## src/ecsc_pkg.sv

```systemverilog
// ecsc_pkg: shared widths, register codes, reset values, types and helpers
// for the edge, corner and symmetry counter. No dependencies.

package ecsc_pkg;

  localparam int PIX_W      = 8;
  localparam int CNT_W      = 20;
  localparam int CFG_W      = 11;
  localparam int CFG_IDX_W  = 3;
  localparam int THR_W      = 8;
  localparam int OUT_DATA_W = 64;

  localparam logic [CNT_W-1:0] CNT_MAX = '1;

  localparam logic [CFG_W-1:0] RST_FRAME_WIDTH  = 11'd1024;
  localparam logic [CFG_W-1:0] RST_FRAME_HEIGHT = 11'd1024;
  localparam logic [THR_W-1:0] RST_EDGE_THR     = 8'd30;
  localparam logic [THR_W-1:0] RST_CORNER_THR   = 8'd50;
  localparam logic [THR_W-1:0] RST_MIRROR_TOL   = 8'd20;

  typedef enum logic [CFG_IDX_W-1:0] {
    REG_FRAME_WIDTH  = 3'd0,
    REG_FRAME_HEIGHT = 3'd1,
    REG_EDGE_THR     = 3'd2,
    REG_CORNER_THR   = 3'd3,
    REG_MIRROR_TOL   = 3'd4
  } cfg_reg_t;

  // per-pixel position flags handed from the position counters to the datapath
  typedef struct packed {
    logic interior;
    logic pair;
    logic frame_end;
  } item_flags_t;

  typedef struct packed {
    logic [CNT_W-1:0] edge_total;
    logic [CNT_W-1:0] corner_total;
    logic [CNT_W-1:0] match_total;
    logic [CNT_W-1:0] pair_total;
  } totals_t;

  function automatic logic [PIX_W-1:0] absdiff(input logic [PIX_W-1:0] a,
                                               input logic [PIX_W-1:0] b);
    return (a > b) ? (a - b) : (b - a);
  endfunction

  function automatic logic [CNT_W-1:0] sat_inc(input logic [CNT_W-1:0] v,
                                               input logic inc);
    return (inc && (v != CNT_MAX)) ? (v + CNT_W'(1)) : v;
  endfunction

endpackage

```

## src/ecsc_pos.sv

```systemverilog
// ecsc_pos: column and row counters, size clamping, mirror partner address
// and position flags for the pixel at the input. Uses ecsc_pkg.

module ecsc_pos #(
  parameter int MAX_WIDTH  = 1024,
  parameter int MAX_HEIGHT = 1024
) (
  input  logic                             clk,
  input  logic                             rst,
  input  logic                             accept,
  input  logic [ecsc_pkg::CFG_W-1:0]       frame_width,
  input  logic [ecsc_pkg::CFG_W-1:0]       frame_height,
  output logic [$clog2(MAX_WIDTH)-1:0]     col,
  output logic [$clog2(MAX_WIDTH)-1:0]     mirror_addr,
  output ecsc_pkg::item_flags_t            flags
);

  localparam int AW = $clog2(MAX_WIDTH);
  localparam int HW = $clog2(MAX_HEIGHT);
  localparam int WW = $clog2(MAX_WIDTH + 1);
  localparam int HV = $clog2(MAX_HEIGHT + 1);

  logic [HW-1:0] row;
  logic [WW-1:0] w_eff;
  logic [HV-1:0] h_eff;
  logic [WW-1:0] col_ext;
  logic [WW-1:0] half;
  logic [WW-1:0] mir_full;
  logic          last_col;
  logic          last_row;

  // a size of zero acts as one, above the maximum acts as the maximum
  always_comb begin
    if (frame_width == '0) begin
      w_eff = WW'(1);
    end else if ({{(32-ecsc_pkg::CFG_W){1'b0}}, frame_width} > 32'(MAX_WIDTH)) begin
      w_eff = WW'(MAX_WIDTH);
    end else begin
      w_eff = WW'(frame_width);
    end
    if (frame_height == '0) begin
      h_eff = HV'(1);
    end else if ({{(32-ecsc_pkg::CFG_W){1'b0}}, frame_height} > 32'(MAX_HEIGHT)) begin
      h_eff = HV'(MAX_HEIGHT);
    end else begin
      h_eff = HV'(frame_height);
    end
  end

  assign col_ext  = WW'(col);
  assign half     = w_eff >> 1;
  assign mir_full = w_eff - WW'(1) - col_ext;
  assign last_col = ((WW+1)'(col) + (WW+1)'(1)) >= (WW+1)'(w_eff);
  assign last_row = ((HV+1)'(row) + (HV+1)'(1)) >= (HV+1)'(h_eff);

  assign mirror_addr     = mir_full[AW-1:0];
  assign flags.interior  = (col >= AW'(2)) && (row >= HW'(2));
  assign flags.pair      = (col_ext < w_eff) && (col_ext >= (w_eff - half));
  assign flags.frame_end = last_col && last_row;

  always_ff @(posedge clk) begin
    if (rst) begin
      col <= '0;
      row <= '0;
    end else if (accept) begin
      if (last_col) begin
        col <= '0;
        if (last_row) begin
          row <= '0;
        end else begin
          row <= row + HW'(1);
        end
      end else begin
        col <= col + AW'(1);
      end
    end
  end

endmodule

```

## config.mk

```make
export PLATFORM = sky130hd
export DESIGN_NAME = ecsc_pos
export DESIGN_NICKNAME = d
export VERILOG_FILES = /design/src/ecsc_pkg.sv /design/src/ecsc_pos.sv
export SDC_FILE = /design/constraint.sdc
export NUM_CORES = 1
export LEC_CHECK = 0
export ABC_AREA = 0
export BUFFER_PORTS_ARGS = -buffer_cell sky130_fd_sc_hd__clkbuf_2
export CAP_MARGIN = 5
export CORE_MARGIN = 4
export CORE_UTILIZATION = 53
export CTS_CLUSTER_DIAMETER = 200
export DETAILED_ROUTE_END_ITERATION = 6
export PLACE_DENSITY = 0.78
export SLEW_MARGIN = 20
export SYNTH_ARGS = -nofsm -noshare
export SYNTH_HDL_FRONTEND = slang
export SYNTH_SLANG_ARGS = --single-unit
```

## constraint.sdc

```tcl
create_clock -name clk -period 5.25 [get_ports clk]
set_clock_uncertainty 0.2 [all_clocks]
set_input_delay 1.05 -clock clk [delete_from_list [all_inputs] [get_ports clk]]
set_output_delay 1.05 -clock clk [all_outputs]
set_load 0.1 [all_outputs]
```

==> key figures <==
Status
  – Result of the run: completed

Synth
  – Post-synthesis average cell area: about 7.7 µm²
  – Mapped cell area: between 3000 and 4000 µm²
  – Complex-gate fraction of the synthesized area: 0.237
  – Sequential element share of the synthesized area: 0.132
  – Fraction of the mapped netlist area in adder cells: 0.274
  – Syn_nets: 485
  – Multiplexer share of the synthesized area: 0
  – Proportion of netlist area held by the largest area contributor: 0.260
  – Share of flip-flops with an asynchronous set or reset: 0
  – Main combinational cell family by area after synthesis: adder cells
  – Count of mapped cells out of synthesis: 395
  – Number of unique standard cell types used by synthesis: 53
  – Basic-gate share of the synthesized area counting and, or, nand and nor cells: 0.218
  – Number of enable-type register cells in the synthesized netlist: 0
  – Flop and latch count out of synthesis: 20
  – Cell accounting for the most synthesized area: ha_1
  – Synth warn: 0
  – Most common flop cell mapped by yosys: dfxtp_1
  – Cells taking the most area after synthesis: ha_1 26%, dfxtp_1 13%, xnor2_1 5.8%, nand2_1 5.2%, inv_1 4.0%
  – XOR/XNOR share of the synthesized area: 0.0810

STA
  – Share of the cycle needed by the critical path after routing: 1.00
  – Setup violations, final: 0
  – Post-layout minimum cycle time: 5.25 ns
  – Unrepaired setup endpoints after global routing: yes
  – Setup TNS: 0 ns
  – Highest clock rate: 191 MHz
  – Actual slew at the worst max-slew pin: about 1.0 ns
  – Number of failing hold endpoints at the final stage: 0
  – Max-slew violation count: 0
  – Normalized max-slew margin: 0.296

Run
  – Max cap viols: 0

Worst setup path
  – Element type at the critical path end: primary output
  – Worst r2r path cells: 10
  – Critical path startpoint category: input port
  – CP required: approximately 4.0 ns
  – Origin of the worst setup path: frame_width[7]
  – Last element of the critical path: flags[1]
  – Highest fanout seen on the critical path: 3
  – Reg-to-reg setup timing slack: 1.39 ns
  – Launch point of the worst reg-to-reg path: row[0]$_SDFFE_PP0P_
  – Critical path type: input port to primary output
  – Data arrival time of the critical path: 4.00 ns
  – Reg2reg end: row[8]$_SDFFE_PP0P_

Drt
  – Via-to-Cell Ratio: 5.87
  – Detailed-routing iteration count for the pre-antenna-repair pass: 7
  – Aggregate routed wire length: 7.98 mm
  – Number of vias in the routed layout: 3138
  – Detailed-route DRC error count: 0
  – Average routed wire per standard cell: 14.9 µm
  – Antenna Violating Nets Remaining: 0
  – Number of DRC violations after detailed-routing iteration 0: ~180

Global route
  – Via count of the first global-routing pass: 3071
  – Number of antenna violations at the first check in global routing: 0
  – First-pass GRT wire length: 13.7 mm
  – Pin count of the biggest net entering global routing: 15
  – Overflow left after global routing: 0
  – All-layer global routing usage: 0.228

Layout
  – Number of nets in the layout: approximately 550
  – Most common cell after layout, fill and taps aside: ha_1
  – Synth-to-Final Area Change: 21.8%
  – Commonest cells after routing, fill and taps aside: 61 x ha_1, 44 x clkbuf_2, 41 x nand2_1
  – Diodes inserted: 0
  – Share of post-route cells with drive strength above 1: 0.214

Power
  – Total Power Consumption: 1.08 mW
  – Highest ir drop seen on vdd: between 0.0003 and 0.0004 V
  – Pwr per Cell Area: between 200 and 300 nW/µm²
  – Cell leakage power: 1.86 nW

Place
  – Number of port buffers: 47
  – Final weighted congestion in routability-driven placement: 0.911
  – Detailed Place HPWL: approximately 6.6 mm

Clocking
  – CTS Buf Count: 3
  – Skew-Pair Late Insertion Delay: approximately 0.27 ns
  – Clk sink count: 20
  – H-tree depth: 1
  – CTS tree: built
  – CTS root buffer: clkbuf_8
  – Number of hold-repair buffers added at the cts stage: 0
  – Number of buffers on the longest clock path: 2
  – Clk pin slew, worst setup/hold paths: 0.07 ns

Floorplanning
  – Floorplan core area: between 5000 and 6000 µm²
  – Starting density of the core: 0.547
  – Chip width: 83.6 µm
  – Die Span Y: around 84 µm
  – Die outline area: 6990 µm²
  – Number of I/O pins: 48
  – Site row count: 27

Hold path
  – Worst min-delay path category: flop to flop
[worst min-delay path by stage]
stage | start | to | cells after the start
2_1_floorplan | row[1]$_SDFFE_PP0P_ | row[1]$_SDFFE_PP0P_ | 1
3_3_place_gp | row[1]$_SDFFE_PP0P_ | row[1]$_SDFFE_PP0P_ | 1
3_5_place_dp | row[1]$_SDFFE_PP0P_ | row[1]$_SDFFE_PP0P_ | 1
4_1_cts | row[1]$_SDFFE_PP0P_ | row[1]$_SDFFE_PP0P_ | 1
5_1_grt | row[1]$_SDFFE_PP0P_ | row[1]$_SDFFE_PP0P_ | 1
6_report | row[1]$_SDFFE_PP0P_ | row[1]$_SDFFE_PP0P_ | 1
[what timing repair did]
action                     in CTS  in global routing
gates resized for setup         8                  2
setup buffers                   1                  0
setup endpoints to repair       1                  1
pin swaps                       9                  4
[report_power, final]
group          switching [mW]  total [mW]  internal, mW
Sequential             0.0320       0.198         0.166
Combinational           0.551       0.766         0.215
Clock                  0.0546       0.122        0.0669
[registers in the layout, summed over array words and instances (netlist names)]
name and cells:
row 10, col 10
[cell families after synthesis]
kind of cell | after synthesis
adders and majority gates | 65
and+or+nand+nor | 137
buffers and inverters | 43
xor gates and xnor gates | 28
DFF | 20
AOI/OAI and AO/OA | 102
[critical path: stages]
cell and delay [ns]:
clkbuf_2 0.11, nor4_4 0.26, a31oi_1 0.11, nor2_1 0.16
inv_1 0.06, ha_2 0.18, fa_2 0.34, nand2b_4 0.16
a21oi_4 0.16, o21ai_1 0.07, nand2_1 0.07, nand2_2 0.07
ha_4 0.24, a21oi_2 0.11, nand2_1 0.07, a2111oi_2 0.29
o21a_1 0.22, nor4_4 0.07, buf_12 0.18
[through the flow]
| stage | std cells | utilization | hold WS (ns) | setup WS, ns | area, µm² |
|---|---|---|---|---|---|
| after floorplan | 395 | - | 0.294 | -0.365 | 3090 |
| after global placement | 530 | 0.645 | 0.327 | -0.196 | 3570 |
| after detailed placement | 530 | 0.645 | 0.354 | -0.274 | 3570 |
| after CTS | 535 | 0.664 | 0.364 | -0.0704 | 3680 |
| after global routing | 535 | 0.666 | 0.392 | -0.176 | 3690 |
| final | 535 | 0.666 | 0.369 | 0.000999 | 3690 |
[cell usage after synthesis (6+ instances only)]
cell      count
and3_1        8
xor2_1        8
dfxtp_1      20
o21ai_1      12
a31oi_1       6
o22ai_1       6
nand2_1      42
nor2_1       27
nand3_1      11
nor3_1       11
nor4_1       13
inv_1        32
ha_1         63
o21a_1        9
nand2b_1     10
xnor2_1      20
a21oi_1      22
a21o_1       12
[final cells by class]
type	instances	area, µm²
sequential	20	400
tap	72	90.1
timing repair buffer	74	465
clock buffer	4	55.1
multi-input combinational	332	2550
fill	494	1850
inverter	33	124
[layer usage]
layer | global-route usage | routed length, µm
met3 | 0.0326 | 409
met5 | 0 | 0
met2 | 0.411 | 3940
met1 | 0.280 | 3490
met4 | 0.0585 | 133
Power figures use the tool's default switching activity.
