$ cat config.mk
export PLATFORM = sky130hd
export DESIGN_NAME = ecsc_feat
export DESIGN_NICKNAME = d
export VERILOG_FILES = /design/src/ecsc_pkg.sv /design/src/ecsc_feat.sv
export SDC_FILE = /design/constraint.sdc
export NUM_CORES = 1
export LEC_CHECK = 0
export BUFFER_PORTS_ARGS = -buffer_cell sky130_fd_sc_hd__buf_2
export CAP_MARGIN = 20
export CORE_MARGIN = 4
export CORE_UTILIZATION = 40
export CTS_BUF_LIST = sky130_fd_sc_hd__clkbuf_2
export DETAILED_ROUTE_END_ITERATION = 8
export PLACE_DENSITY_LB_ADDON = 0.2
export SLEW_MARGIN = 15
export SYNTH_ARGS = -nofsm -noshare
export SYNTH_HDL_FRONTEND = slang
export SYNTH_SLANG_ARGS = --single-unit
$ cat constraint.sdc
create_clock -name clk -period 9.6 [get_ports clk]
set_input_delay 2.88 -clock clk [delete_from_list [all_inputs] [get_ports clk]]
set_output_delay 2.88 -clock clk [all_outputs]
set_load 0.03 [all_outputs]
$ cat src/ecsc_pkg.sv
// ecsc_pkg: shared widths, register codes, reset values, types and helpers
// for the edge, corner and symmetry counter. No dependencies.

package ecsc_pkg;

  localparam int PIX_W      = 8;
  localparam int CNT_W      = 20;
  localparam int CFG_W      = 11;
  localparam int CFG_IDX_W  = 3;
  localparam int THR_W      = 8;
  localparam int OUT_DATA_W = 64;

  localparam logic [CNT_W-1:0] CNT_MAX = '1;

  localparam logic [CFG_W-1:0] RST_FRAME_WIDTH  = 11'd1024;
  localparam logic [CFG_W-1:0] RST_FRAME_HEIGHT = 11'd1024;
  localparam logic [THR_W-1:0] RST_EDGE_THR     = 8'd30;
  localparam logic [THR_W-1:0] RST_CORNER_THR   = 8'd50;
  localparam logic [THR_W-1:0] RST_MIRROR_TOL   = 8'd20;

  typedef enum logic [CFG_IDX_W-1:0] {
    REG_FRAME_WIDTH  = 3'd0,
    REG_FRAME_HEIGHT = 3'd1,
    REG_EDGE_THR     = 3'd2,
    REG_CORNER_THR   = 3'd3,
    REG_MIRROR_TOL   = 3'd4
  } cfg_reg_t;

  // per-pixel position flags handed from the position counters to the datapath
  typedef struct packed {
    logic interior;
    logic pair;
    logic frame_end;
  } item_flags_t;

  typedef struct packed {
    logic [CNT_W-1:0] edge_total;
    logic [CNT_W-1:0] corner_total;
    logic [CNT_W-1:0] match_total;
    logic [CNT_W-1:0] pair_total;
  } totals_t;

  function automatic logic [PIX_W-1:0] absdiff(input logic [PIX_W-1:0] a,
                                               input logic [PIX_W-1:0] b);
    return (a > b) ? (a - b) : (b - a);
  endfunction

  function automatic logic [CNT_W-1:0] sat_inc(input logic [CNT_W-1:0] v,
                                               input logic inc);
    return (inc && (v != CNT_MAX)) ? (v + CNT_W'(1)) : v;
  endfunction

endpackage

$ cat src/ecsc_feat.sv
// ecsc_feat: stage after the line store read: bypass of same-cycle writes,
// 3x3 window, edge/corner/mirror tests, saturating totals and frame snapshot.
// Uses ecsc_pkg.

module ecsc_feat #(
  parameter int AW = 10
) (
  input  logic                          clk,
  input  logic                          rst,
  input  logic                          adv,
  input  logic                          accept,
  input  logic [ecsc_pkg::PIX_W-1:0]    pixel,
  input  logic [AW-1:0]                 col,
  input  logic [AW-1:0]                 mirror_addr,
  input  ecsc_pkg::item_flags_t         flags,
  input  logic [ecsc_pkg::PIX_W-1:0]    q_up1,
  input  logic [ecsc_pkg::PIX_W-1:0]    q_up2,
  input  logic [ecsc_pkg::PIX_W-1:0]    q_mir,
  input  logic [ecsc_pkg::THR_W-1:0]    edge_thr,
  input  logic [ecsc_pkg::THR_W-1:0]    corner_thr,
  input  logic [ecsc_pkg::THR_W-1:0]    mirror_tol,
  output logic                          line_we,
  output logic [AW-1:0]                 line_addr,
  output logic [ecsc_pkg::PIX_W-1:0]    line1_wdata,
  output logic [ecsc_pkg::PIX_W-1:0]    line2_wdata,
  input  logic                          fin_take,
  output logic                          fin_valid,
  output ecsc_pkg::totals_t             fin_totals
);

  localparam int PW = ecsc_pkg::PIX_W;

  logic                  s1_valid;
  logic [PW-1:0]         s1_pixel;
  logic [AW-1:0]         s1_col;
  ecsc_pkg::item_flags_t s1_flags;

  logic          byp1_hit, byp2_hit, bypm_hit;
  logic [PW-1:0] byp1_data, byp2_data, bypm_data;

  // window: middle column of all three rows, and left of the centre row
  logic [PW-1:0] win_top, win_mid, win_bot, win_left;

  logic [PW-1:0] up1, up2, mir;
  logic [PW-1:0] dt, db, dl, dr, dm;
  logic          is_edge, is_corner, is_match, step;

  ecsc_pkg::totals_t totals, totals_next;

  assign up1 = byp1_hit ? byp1_data : q_up1;
  assign up2 = byp2_hit ? byp2_data : q_up2;
  assign mir = bypm_hit ? bypm_data : q_mir;

  assign step        = s1_valid && adv;
  assign line_we     = step;
  assign line_addr   = s1_col;
  assign line1_wdata = s1_pixel;
  assign line2_wdata = up1;

  assign dt = ecsc_pkg::absdiff(win_top, win_mid);
  assign db = ecsc_pkg::absdiff(win_bot, win_mid);
  assign dl = ecsc_pkg::absdiff(win_left, win_mid);
  assign dr = ecsc_pkg::absdiff(up1, win_mid);
  assign dm = ecsc_pkg::absdiff(mir, s1_pixel);

  assign is_edge   = s1_flags.interior && ((dr > edge_thr) || (db > edge_thr));
  assign is_corner = s1_flags.interior &&
                     ((dt > corner_thr) || (db > corner_thr)) &&
                     ((dl > corner_thr) || (dr > corner_thr));
  assign is_match  = s1_flags.pair && (dm < mirror_tol);

  always_comb begin
    totals_next.edge_total   = ecsc_pkg::sat_inc(totals.edge_total, is_edge);
    totals_next.corner_total = ecsc_pkg::sat_inc(totals.corner_total, is_corner);
    totals_next.match_total  = ecsc_pkg::sat_inc(totals.match_total, is_match);
    totals_next.pair_total   = ecsc_pkg::sat_inc(totals.pair_total, s1_flags.pair);
  end

  always_ff @(posedge clk) begin
    if (rst) begin
      s1_valid  <= 1'b0;
      win_top   <= '0;
      win_mid   <= '0;
      win_bot   <= '0;
      win_left  <= '0;
      totals    <= '0;
      fin_valid <= 1'b0;
    end else begin
      if (adv) begin
        s1_valid <= accept;
      end
      if (step) begin
        win_left <= win_mid;
        win_top  <= up2;
        win_mid  <= up1;
        win_bot  <= s1_pixel;
        if (s1_flags.frame_end) begin
          totals <= '0;
        end else begin
          totals <= totals_next;
        end
      end
      if (step && s1_flags.frame_end) begin
        fin_valid <= 1'b1;
      end else if (fin_take) begin
        fin_valid <= 1'b0;
      end
    end
  end

  // payload of the stage; the bypass catches the write landing on the read edge
  always_ff @(posedge clk) begin
    if (accept) begin
      s1_pixel  <= pixel;
      s1_col    <= col;
      s1_flags  <= flags;
      byp1_hit  <= s1_valid && (col == s1_col);
      byp2_hit  <= s1_valid && (col == s1_col);
      bypm_hit  <= s1_valid && (mirror_addr == s1_col);
      byp1_data <= s1_pixel;
      byp2_data <= up1;
      bypm_data <= s1_pixel;
    end
    if (step && s1_flags.frame_end) begin
      fin_totals <= totals_next;
    end
  end

endmodule

==> results_tabular.tex <==
\begin{tabular}{lr}
\hline
Metric & Value \\
\hline
\multicolumn{2}{l}{\textbf{Timing}} \\
Actual transition at the worst max-transition pin & 1110 ps \\
Worst setup slack after layout & 1740 ps \\
Clock period minus worst slack & 7860 ps \\
Final setup violation count & 0 \\
Achievable frequency & 0.127 GHz \\
RSZ-0062 raised after global routing & false \\
Final-report hold violation count & 0 \\
Setup TNS & 0 ps \\
Fin. max-slew vios & 0 \\
Worst slew slack as a fraction of its limit & 26.2\% \\
Final cycle utilization of the critical path & 81.9\% \\
Hold WS & 478 ps \\
Clock skew & 64.0 ps \\
\multicolumn{2}{l}{\textbf{Hold path}} \\
Classification of the worst-slack hold path & reg2reg \\
\multicolumn{2}{l}{\textbf{Floorplanning}} \\
Overall die width & 198 um \\
Die Outline Area & 39,300 um2 \\
I/O pin total & 192 \\
Core Footprint & 35,700 um2 \\
Site row count & 69 \\
Die Span Y & 198 um \\
Initial core utilization & 40.7\% \\
\multicolumn{2}{l}{\textbf{Run}} \\
Max-cap viol count & 0 \\
\multicolumn{2}{l}{\textbf{CTS}} \\
CTS clock-pin slew for the worst setup and hold paths & 100 ps \\
Max clock buf depth & 3 \\
Quantity of gates resized following cts & 0 \\
TritonCTS clock tree & built \\
TritonCTS buffer count & 67 \\
Sinks on the clock net & 233 \\
Post-CTS Setup Bufs & 0 \\
Clock latency on the worst-skew pair & 880 ps \\
Number of buffers inserted for hold repair after clock tree synthesis & 0 \\
CTS root buffer & clkbuf\_2 \\
H-tree depth & 3 \\
\multicolumn{2}{l}{\textbf{Drt}} \\
Routed Wire Length & 39,400 um \\
Antenna Nets Post-Route & 0 \\
Count of TritonRoute iterations in the first routing pass & 5 \\
Wire per inst & 17.8 um \\
DRC violations left & 0 \\
Number of vias after detailed routing & 11,900 \\
First-iteration detailed-routing DRC count & 622 \\
Detail-routed via count per cell & 5.38 \\
\multicolumn{2}{l}{\textbf{Worst setup path}} \\
Endpoint kind of the worst setup timing path & flip-flop \\
CP arrival & 8650 ps \\
Required time of the worst setup path & 10,390 ps \\
Flop2flop setup slack & 2740 ps \\
Crit path kind & in2reg \\
Biggest fanout along the worst timing path & 13 \\
Type of element launching the critical path & input port \\
\multicolumn{2}{l}{\textbf{GRT}} \\
Wire length of the first global-routing pass & 62,600 um \\
Combined global-route utilization of all metal layers & 20.0\% \\
Pin count of the biggest net entering global routing & 61 \\
Number of antenna violations at the first check in global routing & 1 \\
Met3 Usage GRT & 5.72\% \\
Grt total ovfl & 0 \\
GR Util met2 & 31.4\% \\
Number of global-route vias before repair & 11,700 \\
GRT met1 Usage & 26.8\% \\
Routing layer with the top usage in global route & met2 \\
\multicolumn{2}{l}{\textbf{Yosys}} \\
Sequential share of the synthesized area & 40.4\% \\
Synth cell types & 70 \\
Mapped cell area & 14,500 um2 \\
Yosys warns & 0 \\
Number of synthesized flops with an enable pin & 119 \\
Most frequently used flop master after synthesis & edfxtp\_1 \\
Number of nets produced by synthesis & 1,733 \\
Synth Instances & 1,505 \\
Ys async rst share & 0\% \\
Avg Cell Area, Syn & 9.63 um2 \\
Register bit total from synthesis & 233 \\
\multicolumn{2}{l}{\textbf{Final layout}} \\
Area growth from synthesis to final layout & 13.4\% \\
Share of cells above drive strength 1 & 19.7\% \\
Nets & 1,935 \\
Non-Filler Cell Area, Final & 16,400 um2 \\
\multicolumn{2}{l}{\textbf{Power}} \\
Power density of the placed cells & 149 nW/um2 \\
Combinational fraction of design power & 26.4\% \\
Peak ir drop on the vdd network & 113 uV \\
Proportion of total power due to net switching & 34.9\% \\
Static leakage power & 0.00676 uW \\
Relative contribution of sequential cells to total power & 44.6\% \\
Clock network fraction of total power & 29.0\% \\
Switching power & 858 uW \\
Internal power & 1600 uW \\
\multicolumn{2}{l}{\textbf{Place}} \\
Placement Cell Area & 15,900 um2 \\
Post-DP HPWL & 28,100 um \\
I/O Buffers & 191 \\
Post-Place Worst Slack & 610 ps \\
GP Congestion & 0.883 \\
\multicolumn{2}{l}{\textbf{Run status}} \\
Outcome & completed \\
\hline
\end{tabular}
metal layers:
layer,share of wire [%],vias to the layer above
met5,0,-
met4,2.4,0
met3,7.4,75
met2,44,365
met1,46,5611
li1,-,5890
cell usage in the layout (no fill, tap or decap), types with 19 or more instances in the layout:
cell,count
o31ai_1,22
and3_1,31
ha_1,134
nor2_1,73
mux2_2,20
xor2_1,41
o21ai_0,82
mux2i_1,41
edfxtp_1,119
inv_1,109
a211oi_1,27
nand4_1,40
a21o_1,24
xnor2_1,82
nand2_1,129
nand3_1,41
a21oi_1,80
dfxtp_1,114
clkbuf_2,97
buf_2,191
a31oi_1,29
nor2b_1,19
sequential cells by signal (all words and copies together) (netlist names), 3 cells and up:
name	count
win_top	8
bypm_data	8
win_bot	8
line_addr	10
s1_flags	3
line1_wdata	8
fin_totals	80
win_left	8
totals	80
win_mid	8
byp2_data	8
worst max-delay path: stages:
cell,delay [ps]
buf_2,90
mux2i_1,290
inv_1,150
fa_1,440
a21o_1,170
a21oi_1,190
o22ai_1,110
o22a_1,390
o31ai_1,440
o211ai_1,170
xor2_1,170
ha_1,270
o21ai_0,290
nor2_1,90
nor3b_1,160
o21ai_0,280
or3_1,630
nor3_2,670
nand4_1,230
or3_1,380
a21oi_1,140
power by group through the flow:
stage / sequential [uW] / combinational [uW] / clock, uW
after detailed placement: 1120 / 643 / 0
after floorplan: 1130 / 453 / 0
after global placement: 1120 / 631 / 0
final: 1090 / 648 / 713
after CTS: 1100 / 647 / 750
after global routing: 1100 / 726 / 797
path summary, 6_finish.rpt:
kind                                               start                       end  cells past startpoint
worst max-delay path                            q_mir[1]   totals[29]$_SDFFE_PP0P_                     21
worst min-delay path            win_left[0]$_SDFFE_PP0P_  win_left[0]$_SDFFE_PP0P_                      2
worst max register to register        byp2_hit$_DFFE_PP_   totals[53]$_SDFFE_PP0P_                     20
worst min register to register  win_left[0]$_SDFFE_PP0P_  win_left[0]$_SDFFE_PP0P_                      2
kinds of logic (layout without fill, tap and decap cells):
logic type | Yosys count | after routing | share of synthesized area (%)
AND/OR/NAND/NOR | 415 | 415 | 14.3
AO/OA/AOI/OAI | 347 | 347 | 15.6
flip-flops | 233 | 233 | 40.4
buffers and inverters | 182 | 434 | 4.88
adder cells (fa/ha/maj) | 144 | 144 | 12.9
XOR/XNOR | 123 | 123 | 7.43
multiplexers | 61 | 61 | 4.38
other | 0 | 1 | 0
stage by stage:
step	cells	utilization [%]	total power, uW
6_report	2219	46.1	2460
5_1_grt	2219	46.1	2620
4_1_cts	2217	46.1	2490
3_5_place_dp	2098	44.5	1760
3_3_place_gp	2098	44.5	1750
2_1_floorplan	1505	-	1590
cells in the mapped netlist (6+ instances only):
library cell | instances | area, um2
o31ai_1 | 22 | 165
o21a_1 | 12 | 90.1
a31oi_1 | 29 | 181
nor2b_1 | 19 | 119
ha_1 | 134 | 1680
a22o_1 | 8 | 70.1
xor2_1 | 41 | 359
mux2i_1 | 41 | 410
o22ai_1 | 6 | 37.5
buf_2 | 7 | 35.0
o21bai_1 | 10 | 75.1
a211oi_1 | 27 | 203
o21ai_0 | 82 | 410
mux2_2 | 20 | 225
nor4_1 | 11 | 68.8
nand4_1 | 40 | 250
nand3_1 | 41 | 205
clkbuf_1 | 54 | 203
a21o_1 | 24 | 180
and4_1 | 6 | 52.6
fa_1 | 10 | 200
nor2_1 | 75 | 282
and2_1 | 10 | 62.6
xnor2_1 | 82 | 718
dfxtp_1 | 114 | 2280
and3_1 | 32 | 200
or3_1 | 7 | 43.8
a21oi_1 | 80 | 400
edfxtp_1 | 119 | 3570
a41oi_1 | 10 | 87.6
buf_1 | 8 | 30.0
inv_1 | 109 | 409
nand2_1 | 129 | 484
nor3_1 | 18 | 90.1
area by class of cell:
class	count	area [um2]
Antenna cell	1	2.50
Clock buffer	97	485
Clock inverter	22	88.8
Fill cell	3469	19200
Inverter	110	413
Multi-Input combinational cell	1090	7960
Sequential cell	233	5860
Tap cell	461	577
Timing Repair Buffer	205	1060
(Power assumes the default switching activity.)
